## src/rtl/core/sga8_pkg.sv

```systemverilog
`timescale 1ns / 1ps
package sga8_pkg;

    localparam int MAX_QUERY     = 64;
    localparam int ALPHABET_SIZE = 32;

    localparam int IDX_W      = (MAX_QUERY > 1) ? $clog2(MAX_QUERY) : 1;
    localparam int LEN_W      = $clog2(MAX_QUERY + 1);
    localparam int TAB_DEPTH  = ALPHABET_SIZE * ALPHABET_SIZE;
    localparam int TAB_AW     = (TAB_DEPTH > 1) ? $clog2(TAB_DEPTH) : 1;

    localparam logic signed [7:0] SCORE_FLOOR = -8'sd128;
    localparam logic signed [7:0] SCORE_CEIL  = 8'sd127;

    localparam logic [6:0] GAP_OPEN_RST   = 7'd10;
    localparam logic [6:0] GAP_EXTEND_RST = 7'd1;

    // configuration register indexes
    localparam logic CFG_GAP_OPEN   = 1'b0;
    localparam logic CFG_GAP_EXTEND = 1'b1;

    typedef enum logic [1:0] {
        ACT_TABLE = 2'd0,
        ACT_QUERY = 2'd1,
        ACT_DB    = 2'd2,
        ACT_CLEAR = 2'd3
    } t_action;

    typedef struct packed {
        t_action           action;
        logic [4:0]        residue;
        logic [4:0]        row;
        logic signed [7:0] value;
        logic              last;
    } t_in_req;

    typedef struct packed {
        logic signed [7:0] score;
        logic              saturated;
    } t_out_req;

    // wavefront token handed from cell to cell
    typedef struct packed {
        logic              v;
        logic signed [7:0] diag;
        logic signed [7:0] up_h;
        logic signed [7:0] up_f;
        logic signed [7:0] best;
        logic              sat;
    } t_tok;

    function automatic logic signed [7:0] max8(logic signed [7:0] a, logic signed [7:0] b);
        return (a > b) ? a : b;
    endfunction

    function automatic logic signed [7:0] clamp10(logic signed [9:0] v);
        logic signed [7:0] r;
        if (v < -10'sd128) r = SCORE_FLOOR;
        else if (v > 10'sd127) r = SCORE_CEIL;
        else r = v[7:0];
        return r;
    endfunction

    function automatic logic signed [7:0] sat_sub(logic signed [7:0] a, logic [6:0] b);
        logic signed [9:0] d;
        d = {{2{a[7]}}, a} - $signed({3'b000, b});
        return clamp10(d);
    endfunction

    function automatic logic signed [7:0] sat_add(logic signed [7:0] a, logic signed [7:0] b);
        logic signed [9:0] s;
        s = {{2{a[7]}}, a} + {{2{b[7]}}, b};
        return clamp10(s);
    endfunction

endpackage

```

## src/rtl/core/sga8_cell.sv

```systemverilog
`timescale 1ns / 1ps
module sga8_cell (
    input  logic                      i_clk,
    input  logic                      i_rst_n,
    input  logic                      i_clear,
    input  logic                      i_en,
    input  logic signed [7:0]         i_sub,
    input  logic [6:0]                i_gap_open,
    input  logic [6:0]                i_gap_ext,
    input  sga8_pkg::t_tok            i_tok,
    output sga8_pkg::t_tok            o_tok
);

    logic signed [7:0] r_h;
    logic signed [7:0] r_e;
    sga8_pkg::t_tok    r_tok;

    logic signed [7:0] w_f;
    logic signed [7:0] w_e;
    logic signed [7:0] w_h;
    logic              w_hit;

    always_comb begin
        w_f   = sga8_pkg::max8(sga8_pkg::sat_sub(i_tok.up_h, i_gap_open),
                               sga8_pkg::sat_sub(i_tok.up_f, i_gap_ext));
        w_e   = sga8_pkg::max8(sga8_pkg::sat_sub(r_h, i_gap_open),
                               sga8_pkg::sat_sub(r_e, i_gap_ext));
        w_h   = sga8_pkg::max8(sga8_pkg::sat_add(i_tok.diag, i_sub),
                               sga8_pkg::max8(w_e, w_f));
        w_hit = (w_h == sga8_pkg::SCORE_FLOOR) || (w_h == sga8_pkg::SCORE_CEIL);
    end

    // row state: H and E of the previous column
    always_ff @(posedge i_clk) begin
        if (!i_rst_n || i_clear) begin
            r_h <= '0;
            r_e <= sga8_pkg::SCORE_FLOOR;
        end else if (i_tok.v && i_en) begin
            r_h <= w_h;
            r_e <= w_e;
        end
    end

    // unused rows pass the token on untouched
    always_ff @(posedge i_clk) begin
        if (!i_rst_n) begin
            r_tok.v <= 1'b0;
        end else begin
            r_tok.v <= i_tok.v;
        end
        if (i_en) begin
            r_tok.diag <= r_h;
            r_tok.up_h <= w_h;
            r_tok.up_f <= w_f;
            r_tok.best <= sga8_pkg::max8(i_tok.best, w_h);
            r_tok.sat  <= i_tok.sat | w_hit;
        end else begin
            r_tok.diag <= i_tok.diag;
            r_tok.up_h <= i_tok.up_h;
            r_tok.up_f <= i_tok.up_f;
            r_tok.best <= i_tok.best;
            r_tok.sat  <= i_tok.sat;
        end
    end

    assign o_tok = r_tok;

endmodule

```

## config.mk

```make
export PLATFORM = sky130hd
export DESIGN_NAME = sga8_cell
export DESIGN_NICKNAME = d
export VERILOG_FILES = /design/src/rtl/core/sga8_pkg.sv /design/src/rtl/core/sga8_cell.sv
export SDC_FILE = /design/constraint.sdc
export NUM_CORES = 1
export LEC_CHECK = 0
export ABC_AREA = 1
export ABC_CLOCK_PERIOD_IN_PS = 10360
export BUFFER_PORTS_ARGS = -buffer_cell sky130_fd_sc_hd__buf_2
export CAP_MARGIN = 20
export CELL_PAD_IN_SITES_DETAIL_PLACEMENT = 1
export CELL_PAD_IN_SITES_GLOBAL_PLACEMENT = 1
export CORE_MARGIN = 10
export CORE_UTILIZATION = 40
export CTS_CLUSTER_DIAMETER = 150
export DETAILED_ROUTE_END_ITERATION = 7
export GPL_TIMING_DRIVEN = 0
export PLACE_DENSITY = 0.87
export SYNTH_ARGS = -nofsm -noshare
export SYNTH_HDL_FRONTEND = slang
export SYNTH_SLANG_ARGS = --single-unit
```

## constraint.sdc

```tcl
create_clock -name i_clk -period 10.36 [get_ports i_clk]
set_clock_uncertainty 0.15 [all_clocks]
set_input_delay 1.554 -clock i_clk [delete_from_list [all_inputs] [get_ports i_clk]]
set_output_delay 1.554 -clock i_clk [all_outputs]
set_load 0.05 [all_outputs]
```

## Word level (Yosys, flattened, before mapping)

Cells that the tools add are included.

| storage, ports and cells | value |
|---|---|
| bits in registers | 50 |
| output and inout port bits | 34 |
| word-level logic and storage cells | 51 |

| operators by class | value |
|---|---|
| $add $sub $neg | 5 |
| magnitude comparators | 15 |
| equal/unequal tests | 2 |
| mux-type cells | 16 |
| bitwise logic cells | 1 |
| reductions and logical operators | 4 |

Operators by type and width:

| cell | number |
|---|---|
| 8-bit two-way mux | 15 |
| 9-bit by 8-bit greater-than comparator with 1-bit output, second input constant | 5 |
| 9-bit by 8-bit less-than comparator with 1-bit output, second input constant | 5 |
| 8-bit greater-than comparator | 5 |
| 8-bit by 8-bit subtractor with 9-bit output | 4 |
| 33-bit two-way mux | 1 |
| 8-bit == test, second input constant | 2 |
| 8-bit by 8-bit adder with 9-bit output | 1 |
| 1-bit logical OR | 2 |
| 1-bit logical AND | 1 |
| 1-bit logical NOT | 1 |
| 1-bit bitwise OR | 1 |

## Depth between registers and ports, before layout

| logic depth | value |
|---|---|
| depth in word-level cells | 14 |
| mapped depth | 66 |
| gate-level depth less buffers | 65 |

## Least setup slack after synthesis

No wires, ideal clock.

| timing | value |
|---|---|
| path kind | in2reg |
| from | in i_gap_open[0] |
| to | reg r_tok (netlist bit o_tok[2]) |
| arrival time | 8.359 ns |
| data required time | 10.092 ns |
| slack | 1.734 ns |
| stages | 52 |
| buffers on the path | 2 |
| cell sequence | ha_1 > fa_1 > or2_2 > nor2_1 > nand3_1 > nor2_1 > nand3_1 > nand2_1 > nand3_4 > a21oi_1 > ha_1 > inv_1 > o21bai_1 > nand2_1 > nand2_1 > nand2_1 > nand2_1 > nand2_1 > (+16 left out) > o21bai_1 > a221oi_1 > o221ai_1 > nand2_1 > o21ai_0 > nand2_1 > buf_2 > o21a_1 > inv_2 > ha_1 > a21o_1 > a21oi_1 > nor3b_1 > a21oi_4 > nand2_4 > nand2_4 > nand2_1 > o21ai_1 |

| between the ends | value |
|---|---|
| word-level cells in the longest chain between the ends | 13 |
| elaborated cells on any way between the ends | 21 |
| classes of those cells | 2 x add/sub; 9 x order compare; 10 x mux |

RTL lines:

| item | RTL line | source |
|---|---|---|
| start: declaration | sga8_cell.sv:8 | `input logic [6:0] i_gap_open,` |
| 8-bit by 8-bit subtractor with 9-bit output * | sga8_pkg.sv:66 | `d = {{2{a[7]}}, a} - $signed({3'b000, b});` |
| 9-bit by 8-bit greater-than comparator with 1-bit output | sga8_pkg.sv:59 | `else if (v > 10'sd127) r = SCORE_CEIL;` |
| 8-bit two-way mux | sga8_pkg.sv:59 |  |
| 8-bit two-way mux * | sga8_pkg.sv:58 | `if (v < -10'sd128) r = SCORE_FLOOR;` |
| 8-bit greater-than comparator | sga8_pkg.sv:53 | `return (a > b) ? a : b;` |
| 8-bit two-way mux * | sga8_pkg.sv:53 |  |
| via w_e[5] | sga8_cell.sv:19 | `logic signed [7:0] w_e;` |
| 8-bit greater-than comparator | sga8_pkg.sv:53 |  |
| 8-bit two-way mux * | sga8_pkg.sv:53 |  |
| 8-bit greater-than comparator | sga8_pkg.sv:53 |  |
| 8-bit two-way mux * | sga8_pkg.sv:53 |  |
| 8-bit greater-than comparator | sga8_pkg.sv:53 |  |
| 8-bit two-way mux * | sga8_pkg.sv:53 |  |
| 33-bit two-way mux * | sga8_cell.sv:51 | `if (i_en) begin` |
| end: declaration | sga8_cell.sv:16 | `sga8_pkg::t_tok r_tok;` |

The timed path passes the listed nets; every way through them passes the cells marked *.
A chain may end at the register's enable or synchronous reset.

## Final worst setup path

| timing | value |
|---|---|
| from | in i_gap_open[0] |
| to | reg r_tok (netlist bit o_tok[6]) |

Same word-level chain as after synthesis.

==> flow_summary.toml <==
[cts]
clk_latency_ps = 310
cts_tree = "yes"
clk_pin_slew_worst_paths_ps = 80
clockBufferDepth = 2
cts_num_sinks = 50
cts_buffers = 5
cts-htree-levels = 2
postCtsHoldBufs = 0
postCtsSetupRepairBufs = 0
cts_root_buffer = "clkbuf_16"
cts_resized = 0

[die]
dieArea_sq_mm = 0.0184
io_pins = 94
fp.dieW_um = 135
initial_core_util = 0.406
core_sq_mm = 0.0131
die_h_um = 135
rows = 42

[sta]
setup-violations-final = 0
fmax_ghz = 0.104
slew_headroom = 0.582
maxSlewViolCount = 0
fin_ws_ps = 743
rsz0062_at_grt = "false"
setup_tns_ps = 0
hold_viol = 0
period_share = 0.928
whs_ps = 383
max_slew.worst_pin.slew_ps = 620
finalCriticalPeriod_ps = 9620

[critical_path]
crit_start = "i_gap_open[0]"
cp.depth = 49
reg2reg_slack_ps = 1710
cp_slowest_cell = "fa_1"
worstRegToRegCells = 49
critPathCaptureType = "flip-flop"
critical_path_arrival_ps = 9670
r2r_start = "r_h[0]"
path_class = "primary input to flip-flop"
critical_path.top_delay_family = "compound AO/OA/AOI/OAI gates"
critical_path_required_ps = 10410
cp_max_fo = 10
crit_path_start_kind = "primary input"
cpPeakStageDelay_ps = 510
reg2reg_to = "o_tok[6]"
crit_top_cell = "nand2_1"
crit_end = "o_tok[6]"
crit_buf_inv = 7

[grt]
antenna_found_initial = 0
grt_max_degree = 17
first_global_vias = 5774
grt_first_pass_wirelength_mm = 27.8
grt_remaining_overflow = 0
grt.total_usage = 0.185

[status]
status = "completed"

[placement]
numPortBuffers = 92
dp.final_hpwl_mm = 14.7
place_ws_ps = 490
place_area_sq_mm = 0.00602
gp_congestion = 0.902
dp.cells = 1107

[cells_and_area]
fin_cells = 1115
post-route-util = 0.471
fin_area_sq_mm = 0.00619
drive_above_1_share = 0.165
seq_area_sq_mm = 0.00100
final_cell_mix = "nand2_1 (233), inv_1 (140), buf_2 (94)"
num_antenna_cells = 0
syn_to_final_growth_pct = 15.9
final_nets = 1075
multi_input_area_sq_mm = 0.00371
mostFrequentLayoutCell = "nand2_1"
fill_cells = 1827

[route]
vias_per_cell = 5.05
drtPass1Iterations = 5
route.met2.wl_mm = 8.40
wl_per_cell_um = 15.3
drc = 0
wl_met1_mm = 7.60
vias = 5636
wirelength_mm = 17.1
antenna_left = 0
dr_wl_met3_um = 764
drtIter0Drc = 191
highest_layer = "met4"

[yosys]
synthesis.nets = 976
synthArstFlopShare = 0
synth_edf_count = 0
yosysSeqAreaShare = 0.188
synth_warnings = 0
yosysTopAreaCell = "dfxtp_1"
synth_cell_types = 42
synthCells = 839
syn-mean-instance-area_sq_um = 6.36
synth_area_sq_mm = 0.00534
synthFlopType = "dfxtp_1"
yosys-top-cells-area = "dfxtp_1 (19%), ha_1 (17%), nand2_1 (16%)"
synth-seq-cells = 50
synth_top_area_frac = 0.188

[pwr]
power_density_mw_per_mm2 = 316
power.total_mw = 1.95
peakVddDrop_uv = 147
leakage_nw = 3.55

[job]
cap_violations = 0

[hold_path]
hold_class = "flip-flop to flip-flop"
-- worst min path at each step --
stage	cells past startpoint	start	end
2_1_floorplan	2	r_e[2]	r_e[2]
3_3_place_gp	2	r_e[2]	r_e[2]
3_5_place_dp	2	r_e[2]	r_e[2]
4_1_cts	2	r_e[2]	r_e[2]
5_1_grt	2	r_h[6]	o_tok[31]
6_report	2	r_e[2]	r_e[2]
-- cells in the mapped netlist (2+ instances only) --
cell type,n
nand4_1,13
nand3_4,2
buf_2,2
o21bai_1,8
inv_2,9
or2_2,3
nor2_1,40
o21ai_2,4
inv_1,140
nand2_2,22
clkbuf_1,8
nand3_1,48
ha_1,72
nand3_2,4
fa_1,5
o21ai_0,60
xor2_1,11
o211ai_1,2
nand2_4,4
a21oi_1,48
xnor2_1,9
o21ai_1,16
a21o_1,4
or2_1,2
clkinv_1,2
nand2_1,233
o21a_1,4
dfxtp_1,50
-- worst reg2reg max path: cells and delay by family, from the launching register on --
family / cells / cell delay [ps]
simple gates: 22 / 2630
compound gates: 14 / 2730
flops: 1 / 310
fa+ha+maj: 6 / 1930
buf+inv: 7 / 800
-- flip-flops by register name (all words and copies together), names as in the netlist --
name and cells:
r_h 8, r_e 8, o_tok 34
-- kinds of logic after synthesis --
group	synth area share
AO/OA/AOI/OAI	0.167
AND/OR/NAND/NOR	0.309
buffers and inverters	0.117
XOR/XNOR	0.0328
flip-flops	0.188
adder cells (fa/ha/maj)	0.188
-- metal layers --
metal  global-route usage  vias up
met5                    0        -
met2                0.329      102
met4               0.0431        0
met3               0.0382       20
met1                0.222     2625
li1                     -     2889
-- cell type report --
class                           count  area share
Multi-Input combinational cell    626       0.600
Sequential cell                    50       0.162
Clock buffer                        5      0.0202
Buffer                             12     0.00890
Inverter                          151      0.0916
Clock inverter                      3     0.00728
Timing Repair Buffer               92      0.0744
Tap cell                          176      0.0356
-- report_power, final --
part | switching, mW | internal, mW | leakage, nW
combinational | 1.03 | 0.463 | 3.06
sequential | 0.0117 | 0.243 | 0.416
clock | 0.0859 | 0.114 | 0.0760
(Power assumes the default switching activity.)
